`src/elu_pkg.sv`:
```
package elu_pkg;

  // Field widths.
  localparam int TIME_W   = 32;
  localparam int REG_W    = 31;
  localparam int SPD_W    = 16;
  localparam int SPD_FRAC = 8;

  // The divider dividend is the spacing scaled by the speed fraction.
  localparam int DIV_W = REG_W + SPD_FRAC;

  // The square-root unit takes a 64-bit radicand and yields a 32-bit root.
  localparam int RAD_W  = 2 * TIME_W;
  localparam int ROOT_W = RAD_W / 2;
  localparam int REM_W  = ROOT_W + 2;

  // Wide signed width for candidate sums.
  localparam int SUM_W = TIME_W + 3;

  // Configuration register indexes.
  localparam logic [1:0] REG_TMAX   = 2'd0;
  localparam logic [1:0] REG_STEP_X = 2'd1;
  localparam logic [1:0] REG_STEP_Y = 2'd2;

  // Update case codes.
  localparam logic [2:0] CASE_Y_ONLY = 3'd0;
  localparam logic [2:0] CASE_X_ONLY = 3'd1;
  localparam logic [2:0] CASE_ONE_Y  = 3'd2;
  localparam logic [2:0] CASE_ONE_X  = 3'd3;
  localparam logic [2:0] CASE_QUAD   = 3'd4;

  // Per-request context that travels alongside the arithmetic chains.
  typedef struct packed {
    logic signed [TIME_W-1:0] cur;
    logic signed [TIME_W-1:0] ny;
    logic signed [TIME_W-1:0] wx;
    logic [TIME_W-1:0]        ad;
    logic                     y_only;
    logic                     x_only;
    logic [REG_W-1:0]         qx;
    logic [REG_W-1:0]         qy;
  } ctx_t;

  // State of one restoring division step, two lanes sharing one divisor.
  typedef struct packed {
    logic [DIV_W-1:0] dx;
    logic [DIV_W-1:0] dy;
    logic [SPD_W-1:0] rx;
    logic [SPD_W-1:0] ry;
    logic [DIV_W-1:0] qx;
    logic [DIV_W-1:0] qy;
    logic [SPD_W-1:0] spd;
  } div_t;

  // State of one digit-by-digit square-root step.
  typedef struct packed {
    logic [RAD_W-1:0]  v;
    logic [REM_W-1:0]  rem;
    logic [ROOT_W-1:0] root;
  } sq_t;

endpackage

```
`src/elu_sqrt_cell.sv`:
```
module elu_sqrt_cell (
  input  logic          clk,
  input  logic          rst_n,
  input  logic          in_valid,
  input  elu_pkg::ctx_t in_ctx,
  input  elu_pkg::sq_t  in_st,
  output logic          out_valid,
  output elu_pkg::ctx_t out_ctx,
  output elu_pkg::sq_t  out_st
);

  logic                      valid_r;
  elu_pkg::ctx_t             ctx_r;
  elu_pkg::sq_t              st_r;
  elu_pkg::sq_t              st_nxt;
  logic [elu_pkg::REM_W-1:0] rem_sh;
  logic [elu_pkg::REM_W-1:0] trial;
  logic                      take;

  // One root bit: bring down two radicand bits and try 4*root+1.
  always_comb begin
    rem_sh = {in_st.rem[elu_pkg::REM_W-3:0], in_st.v[elu_pkg::RAD_W-1 -: 2]};
    trial  = {in_st.root, 2'b01};
    take   = rem_sh >= trial;
    st_nxt.v    = {in_st.v[elu_pkg::RAD_W-3:0], 2'b00};
    st_nxt.rem  = take ? (rem_sh - trial) : rem_sh;
    st_nxt.root = {in_st.root[elu_pkg::ROOT_W-2:0], take};
  end

  always_ff @(posedge clk) begin
    if (!rst_n) begin
      valid_r <= 1'b0;
    end else begin
      valid_r <= in_valid;
    end
  end

  always_ff @(posedge clk) begin
    ctx_r <= in_ctx;
    st_r  <= st_nxt;
  end

  assign out_valid = valid_r;
  assign out_ctx   = ctx_r;
  assign out_st    = st_r;

endmodule

```
`config.mk`:
```
export PLATFORM = sky130hd
export DESIGN_NAME = elu_sqrt_cell
export DESIGN_NICKNAME = d
export VERILOG_FILES = /design/src/elu_pkg.sv /design/src/elu_sqrt_cell.sv
export SDC_FILE = /design/constraint.sdc
export NUM_CORES = 1
export LEC_CHECK = 0
export BUFFER_PORTS_ARGS = -buffer_cell sky130_fd_sc_hd__buf_2
export CAP_MARGIN = 25
export CORE_AREA = 3 3 253 255
export CTS_BUF_LIST = sky130_fd_sc_hd__clkbuf_2 sky130_fd_sc_hd__clkbuf_4 sky130_fd_sc_hd__clkbuf_8
export DETAILED_ROUTE_END_ITERATION = 16
export DIE_AREA = 0 0 256 258
export SYNTH_ARGS = -nofsm -noshare
export SYNTH_HDL_FRONTEND = slang
export SYNTH_SLANG_ARGS = --single-unit
```
`constraint.sdc`:
```
create_clock -name clk -period 2.2 [get_ports clk]
set_clock_uncertainty 0.05 [all_clocks]
set_input_delay 0.22 -clock clk [delete_from_list [all_inputs] [get_ports clk]]
set_output_delay 0.22 -clock clk [all_outputs]
set_load 0.01 [all_outputs]
```
==> flow_summary.toml <==
[clock_tree]
cts.sinks = 321
cts_root_buf = "clkbuf_8"
clk_pin_slew_ps = 60
cts_htree_levels = 2
cts_tree = "built"
numCtsBuffers = 58
clock_path_buffers = 3

[pwr]
finalPower_mw = 16.0
leakagePower_nw = 9.24
powerDensity_nw_per_um2 = 837
peakVddDrop_mv = 0.455

[final_layout]
layout-drive-gt1-share_pct = 48.9
nets = 2215
final_area_um2 = 19100
register_area_um2 = 6430
finalNonFillerCells = 2747
area_delta_synth_final_pct = 115
final_core_util_pct = 30.9
filler_cell_count = 6384
multiInputGateArea_um2 = 2440

[timing]
setup_viol = 0
hold_violations = 2
finalCritPeriodShare_pct = 98.7
whs_ps = -206
slew_violations = 0
tns_ps = 0
max_freq_mhz = 461
period_needed_ps = 2170
final.setup.worst_slack_ps = 29.0

[logic_synthesis]
yosys.area.top_type_share_pct = 72.3
synth_edf_count = 0
synth_area_per_cell_um2 = 12.6
yosysTopAreaCell = "dfxtp_1"
yosysWarnings = 0
synth_seq_cells = 321
syn_inst = 708
synth_area_um2 = 8890
synthDistinctLibCells = 60
synthTopCellsByCount = "dfxtp_1, nand2_1, inv_1, a21oi_1, ha_1"
synth_most_common_cell = "dfxtp_1"
synthFlopType = "dfxtp_1"
synth-async-reset-ratio_pct = 0
seq_area_frac_synth_pct = 72.3
synthTopCellsByArea = "dfxtp_1, ha_1, nand2_1"

[setup_path]
cp.buffers_inverters = 9
end_kind = "register"
cp.arrival_ps = 2680
critPathMaxFanout = 14
cp-endpoint = "out_st[37]"
critPathMostFrequentCell = "buf_4"
critical_path_class = "input port to register"
slowest_stage = "dlygate4sd3_1"
cp-start-kind = "input port"
crit_start = "in_st[31]"
critPathMaxStageDelay_ps = 520
required_ps = 2700
cp_num_cells = 15
cp_cell_sequence = "dlygate4sd3_1 -> buf_2 -> inv_1 -> ha_4 -> buf_4 -> nor3_2 -> buf_4 -> nor4_2 -> buf_4 -> a22oi_2 -> a21boi_4 -> buf_6 -> buf_12 -> buf_12 -> o31ai_4"
path_delay_family = "buffers and inverters"

[outcome]
run_status = "finished, violations left"
violations = "negative hold slack"

[global_routing]
grt_remaining_overflow = 0
grt_pass1_vias = 10900
track_usage_pct = 14.9
grt_pass1_wl_um = 72200
antenna_found_initial = 25
grt_max_degree = 37

[drt]
ant_nets = 0
met3WireLength_um = 4220
drt_iter0_markers = 472
avgRoutedWirePerCell_um = 18.7
drt-met1-wl_um = 17500
top_layer = "met5"
via_per_inst = 3.57
drt_wl_total_um = 51300
wl_met2_um = 25200
drc = 0
via_count = 9818
dr.pass1.iters = 4

[floorplan]
rows = 91
ioPinCount = 648
die_y_um = 258
start_util_pct = 14.4
core_area_um2 = 61800
dieArea_um2 = 66000
fp.dieW_um = 256

[placed_design]
numPortBuffers = 643
placed_area_um2 = 14200
detailed_place_hpwl_um = 39100
pre_cts_ws_ps = -485
gp_congestion = 0.954
dpl.cell_count = 2303

[worst_hold_path]
hold_class = "input port to register"

[run]
maxCapViolCount = 0
[per-layer routing]
layer	vias to the layer above	track usage (%)
li1	4703	-
met1	4493	14.5
met2	452	26.0
met3	144	5.38
met4	26	11.2
met5	-	0
[what timing repair did]
item / 4_1_cts / 5_1_grt
setup buffers: 0 / 8
gates resized for setup: 0 / 30
setup endpoints to repair: 0 / 35
endpoints found under the hold margin: 320 / 6
hold buffers: 318 / 4
[power breakdown]
part           internal [mW]  leakage (nW)  switching, mW
registers               6.22          2.71          0.130
logic                   1.47          5.80           1.32
clock network           4.14         0.734           2.70
total                   11.8          9.24           4.15
[cells in the final DEF, fill, tap and decap left out, drive strengths merged, types with 3 or more instances in the layout]
cell type	instances
a211o	3
a211oi	6
a21o	11
a21oi	37
a221oi	3
a31oi	3
and2	3
buf	778
bufinv	9
clkbuf	84
clkinv	10
clkinvlp	4
dfxtp	321
diode	7
dlygate4sd3	320
ha	34
inv	51
nand2	53
nand2b	3
nand3	11
nand4	8
nor2	21
nor3	3
nor3b	3
nor4	5
o211ai	5
o21a	5
o21ai	48
o21bai	6
o31ai	3
xnor2	14
xor2	13
[cells by family (layout without fill, tap and decap cells)]
family	count (synthesis)	in the layout	share of synthesized area, %
AO/OA/AOI/OAI	144	144	10.7
XOR/XNOR	27	27	2.66
buffers and inverters	64	1258	3.18
other	1	9	0.0422
AND/OR/NAND/NOR	117	117	6.34
flip-flops	321	321	72.3
adder cells (fa/ha/maj)	34	34	4.79
[worst min-delay path, cell delays in order]
cell	delay [ps]
buf_2	120
nand2_1	50
o21ai_1	60
[cell type report]
type | count | area share [%]
inverter | 49 | 0.963
sequential | 321 | 33.7
clock inverter | 25 | 1.98
multi-input combinational | 324 | 12.8
clock buffer | 82 | 5.45
antenna | 7 | 0.0918
timing repair buffer | 1102 | 39.6
tap | 837 | 5.49
[flip-flops by register name (all words and copies together), names as in the netlist]
signal	count
out_ctx	192
out_st	128
out_valid	1
[worst min path at each step]
stage                     slack, ps  cells past startpoint      endpoint   startpoint
after floorplan                 200                      0    out_ctx[0]    in_ctx[0]
after global placement          270                      1  out_ctx[122]  in_ctx[122]
after detailed placement        270                      1  out_ctx[168]  in_ctx[168]
after CTS                      -340                      3    out_st[53]    in_st[51]
after global routing           -280                      3    out_st[39]    in_st[37]
final                          -210                      3    out_st[39]    in_st[37]
No activity file was read; power rests on OpenSTA's default activity.
