### config.mk
export PLATFORM = sky130hd
export DESIGN_NAME = elu_div_cell
export DESIGN_NICKNAME = d
export VERILOG_FILES = /design/src/elu_pkg.sv /design/src/elu_div_cell.sv
export SDC_FILE = /design/constraint.sdc
export NUM_CORES = 1
export LEC_CHECK = 0
export ABC_AREA = 1
export BUFFER_PORTS_ARGS = -buffer_cell sky130_fd_sc_hd__buf_2
export CAP_MARGIN = 25
export CORE_AREA = 2 2 314 316
export DETAILED_ROUTE_END_ITERATION = 7
export DIE_AREA = 0 0 316 318
export PLACE_DENSITY = 0.31
export REMOVE_ABC_BUFFERS = 1
export SLEW_MARGIN = 10
export SYNTH_ARGS = -nofsm -noshare
export SYNTH_HDL_FRONTEND = slang
export SYNTH_SLANG_ARGS = --single-unit
### constraint.sdc
create_clock -name clk -period 3.8 [get_ports clk]
set_input_delay 0 -clock clk [delete_from_list [all_inputs] [get_ports clk]]
set_output_delay 0 -clock clk [all_outputs]
set_load 0.02 [all_outputs]
### src/elu_pkg.sv
package elu_pkg;

  // Field widths.
  localparam int TIME_W   = 32;
  localparam int REG_W    = 31;
  localparam int SPD_W    = 16;
  localparam int SPD_FRAC = 8;

  // The divider dividend is the spacing scaled by the speed fraction.
  localparam int DIV_W = REG_W + SPD_FRAC;

  // The square-root unit takes a 64-bit radicand and yields a 32-bit root.
  localparam int RAD_W  = 2 * TIME_W;
  localparam int ROOT_W = RAD_W / 2;
  localparam int REM_W  = ROOT_W + 2;

  // Wide signed width for candidate sums.
  localparam int SUM_W = TIME_W + 3;

  // Configuration register indexes.
  localparam logic [1:0] REG_TMAX   = 2'd0;
  localparam logic [1:0] REG_STEP_X = 2'd1;
  localparam logic [1:0] REG_STEP_Y = 2'd2;

  // Update case codes.
  localparam logic [2:0] CASE_Y_ONLY = 3'd0;
  localparam logic [2:0] CASE_X_ONLY = 3'd1;
  localparam logic [2:0] CASE_ONE_Y  = 3'd2;
  localparam logic [2:0] CASE_ONE_X  = 3'd3;
  localparam logic [2:0] CASE_QUAD   = 3'd4;

  // Per-request context that travels alongside the arithmetic chains.
  typedef struct packed {
    logic signed [TIME_W-1:0] cur;
    logic signed [TIME_W-1:0] ny;
    logic signed [TIME_W-1:0] wx;
    logic [TIME_W-1:0]        ad;
    logic                     y_only;
    logic                     x_only;
    logic [REG_W-1:0]         qx;
    logic [REG_W-1:0]         qy;
  } ctx_t;

  // State of one restoring division step, two lanes sharing one divisor.
  typedef struct packed {
    logic [DIV_W-1:0] dx;
    logic [DIV_W-1:0] dy;
    logic [SPD_W-1:0] rx;
    logic [SPD_W-1:0] ry;
    logic [DIV_W-1:0] qx;
    logic [DIV_W-1:0] qy;
    logic [SPD_W-1:0] spd;
  } div_t;

  // State of one digit-by-digit square-root step.
  typedef struct packed {
    logic [RAD_W-1:0]  v;
    logic [REM_W-1:0]  rem;
    logic [ROOT_W-1:0] root;
  } sq_t;

endpackage

### src/elu_div_cell.sv
module elu_div_cell (
  input  logic          clk,
  input  logic          rst_n,
  input  logic          in_valid,
  input  elu_pkg::ctx_t in_ctx,
  input  elu_pkg::div_t in_st,
  output logic          out_valid,
  output elu_pkg::ctx_t out_ctx,
  output elu_pkg::div_t out_st
);

  logic                     valid_r;
  elu_pkg::ctx_t            ctx_r;
  elu_pkg::div_t            st_r;
  elu_pkg::div_t            st_nxt;
  logic [elu_pkg::SPD_W:0]  tx;
  logic [elu_pkg::SPD_W:0]  ty;
  logic [elu_pkg::SPD_W:0]  subx;
  logic [elu_pkg::SPD_W:0]  suby;
  logic                     gex;
  logic                     gey;

  // One quotient bit per lane: shift in the next dividend bit and try the divisor.
  always_comb begin
    tx   = {in_st.rx, in_st.dx[elu_pkg::DIV_W-1]};
    ty   = {in_st.ry, in_st.dy[elu_pkg::DIV_W-1]};
    subx = tx - {1'b0, in_st.spd};
    suby = ty - {1'b0, in_st.spd};
    gex  = tx >= {1'b0, in_st.spd};
    gey  = ty >= {1'b0, in_st.spd};
    st_nxt     = in_st;
    st_nxt.dx  = {in_st.dx[elu_pkg::DIV_W-2:0], 1'b0};
    st_nxt.dy  = {in_st.dy[elu_pkg::DIV_W-2:0], 1'b0};
    st_nxt.rx  = gex ? subx[elu_pkg::SPD_W-1:0] : tx[elu_pkg::SPD_W-1:0];
    st_nxt.ry  = gey ? suby[elu_pkg::SPD_W-1:0] : ty[elu_pkg::SPD_W-1:0];
    st_nxt.qx  = {in_st.qx[elu_pkg::DIV_W-2:0], gex};
    st_nxt.qy  = {in_st.qy[elu_pkg::DIV_W-2:0], gey};
  end

  // Valid is control; the payload needs no reset.
  always_ff @(posedge clk) begin
    if (!rst_n) begin
      valid_r <= 1'b0;
    end else begin
      valid_r <= in_valid;
    end
  end

  always_ff @(posedge clk) begin
    ctx_r <= in_ctx;
    st_r  <= st_nxt;
  end

  assign out_valid = valid_r;
  assign out_ctx   = ctx_r;
  assign out_st    = st_r;

endmodule

==> impl_results.md <==
- Most frequent cell on the critical path: nand2_1
- Storage element area: 0.007908 mm2
- Peak VDD IR: between 0.0002 and 0.0003 V
- Synth-to-Final Area Change: 122.4%
- Count leader, synth: dfxtp_1
- Synth cell count leaders: dfxtp_1 (395), nand2_1 (246), inv_1 (111), nand3_1 (54), ha_1 (32)
- Met1 usage: 15.97%
- RSZ-0062 raised after global routing: no
- M2 GR Usage: 24.87%
- P_leak: 11.54 nW
- Initial antenna violation count: 30
- Final worst slack: 1388 ps
- Final worst path period need: roughly 2400 ps
- Flops & latches, synth: 395
- # port buffers: 791
- Rows: 115
- Vias per cell: 3.280
- Ys Warns: 0
- GR Util All Layers: 14.60%
- Post-synthesis async set-or-reset flop share: 0%
- Drt total wl: 76.03 mm
- Critical path required time: 4380 ps
- Cell variety after synth: 29
- Largest net degree at the start of global routing: 18
- CTS tree: done
- Critical path class: input pin to flip-flop
- Worst slack, placed: 1552 ps
- CTS root buf: clkbuf_16
- Initial drt markers: 494
- Share of layout cells above drive strength 1: a little under two fifths
- Pre-Repair DR Iteration Count: 5
- DP HPWL: 60.99 mm
- Chip width: 316 um
- Share of the synthesized area in the top cell type: 74.16%
- Mean Syn Cell Area: 11.25 um2
- Relative slew margins: between 60% and 70%
- Drt drc: 0
- Post-cts sizing count: 0
- Setup violators final: 0
- H-tree depth: 2
- Worst-path cell chain: dlygate4sd3_1 > buf_2 > inv_1 > ha_1 > nand2_1 > inv_1 > nand2_1 > nor2_1 > nand3b_1 > nand2_2 > nor2_4 > nand3_1 > dlygate4sd3_1 > nand2_1
- CP Max Fanout: 17
- First-pass GRT wire length: roughly 100 mm
- Final layout net count: 2796
- Mapped Area: 0.01066 mm2
- Worst Tran Pin Value: 522.8 ps
- Final Core Density: 24.35%
- Final Hold Viols: 0
- Area contributors post-synth: dfxtp_1 (74%), nand2_1 (8.7%), inv_1 (3.9%), ha_1 (3.8%), nand3_1 (2.5%)
- Core area: 0.09741 mm2
- PD cells: 478.8 mW/mm2
- Vias: 12160
- PnR Total Power: around 11 mW
- Count of final max-slew check failures: 0
- Area leader, netlist: dfxtp_1
- Post-synth EDFFs: 0
- Number of global-route vias before repair: roughly 13000
- Max_cap viols: 0
- Placed cells: 3019
- CP endpoint kind: flip-flop
- Hold WS: 34.63 ps
- Worst path max stage delay: 650 ps
- Initial Util: between 10 and 15%
- Outcome: finished, final reports clean
- Hold Path Class: input pin to flip-flop
- Clock Pin Slew Worst Setup and Hold Paths: 50 ps
- Total Neg Setup Slack: 0 ps
- Setup Buffers After CTS: 0
- GP Congestion: 0.8922
- Worst path buffer plus inverter count: 5
- Register area share after synthesis: 74.16%
- IO Count: 796
- Final antenna-violating net count: 0
- Fmax: ~410 MHz
- Area of the multi-input gates: 0.002260 mm2
- Met3 Usage GRT: 6.052%
- GR Overflow Total: 0
- CTS max path bufs: 3
- CTS Buf Count: 48
- Non-Filler Instances: between 3000 and 4000
- Synthesized instance count: about 950
- Busiest layer in global routing: met2
- Finished Cell Area: ~0.024 mm2
- Fill count: 10500
- Period utilization: 63.48%
- Cell family with most CP delay: buffers and inverters
- Placed Area: roughly 0.016 mm2
- Critical Path Slowest Stage Cell: dlygate4sd3_1
- Die footprint: roughly 0.1 mm2
- Die height: 318 um
- Critical path launch point type: input pin
- Top_reg_cell synth: dfxtp_1
- Avg WL per Cell: 20.50 um
- Worst Path Arrival: 2990 ps
- Clock Sinks: 395
[cells in the final DEF, fill, tap and decap left out, types with 7 or more instances in the layout]
cell / netlist / final
nor2_1: 17 / 17
ha_1: 32 / 32
dlygate4sd3_1: 0 / 581
nand4_1: 8 / 8
clkbuf_16: 0 / 49
diode_2: 0 / 21
nand2_1: 246 / 246
buf_2: 3 / 791
clkbuf_1: 0 / 10
inv_1: 111 / 111
a21oi_1: 19 / 19
clkbuf_8: 0 / 14
nand3_1: 54 / 54
xor2_1: 10 / 10
nand2_2: 7 / 7
dfxtp_1: 395 / 395
[final timing paths]
check                       start            to  slack (ps)  depth (start not counted)
worst max-delay path     in_st[2]    out_st[96]        1390                         14
worst min-delay path  in_ctx[138]  out_ctx[138]          30                          2
[sequential cells by signal, summed over array words and instances, names as in the netlist]
register / count
out_st: 202
out_valid: 1
out_ctx: 192
[timing repair]
action	4_1_cts	5_1_grt
hold buffers	581	0
endpoints found under the setup margin	0	0
endpoints found under the hold margin	394	0
[metal layers]
layer	wire, um	share of wire [%]	up-vias
li1	-	-	5770
met1	29130	38	5741
met4	3168	4.2	6
met5	40	0.053	-
met3	7854	10	116
met2	35840	47	528
[cell type report]
cell class | count | share of cell area [%]
multi-input cells | 430 | 9.527
clock buffers | 73 | 6.141
inverters | 116 | 1.836
diodes | 21 | 0.2216
repair buffers | 1372 | 41.21
well taps | 1287 | 6.789
clock inverters | 14 | 0.9337
flip-flops and latches | 395 | 33.34
[cells by family (layout without fill, tap and decap cells)]
family          count (synthesis)  in the layout  synth area share, %
buf+inv                       124           1575                4.682
simple gates                  358            358                14.73
flops                         395            395                74.16
fa+ha+maj                      34             34                4.130
other cells                     1             23              0.03517
compound gates                 24             24                1.279
xor+xnor                       12             12               0.9857
[power by group]
part,switching (mW),internal [mW],total (mW)
clock network,1.99,2.92,4.91
registers,0.0888,4.41,4.50
logic,1.09,0.860,1.95
Note: power is estimated with default switching activity, not from simulation.
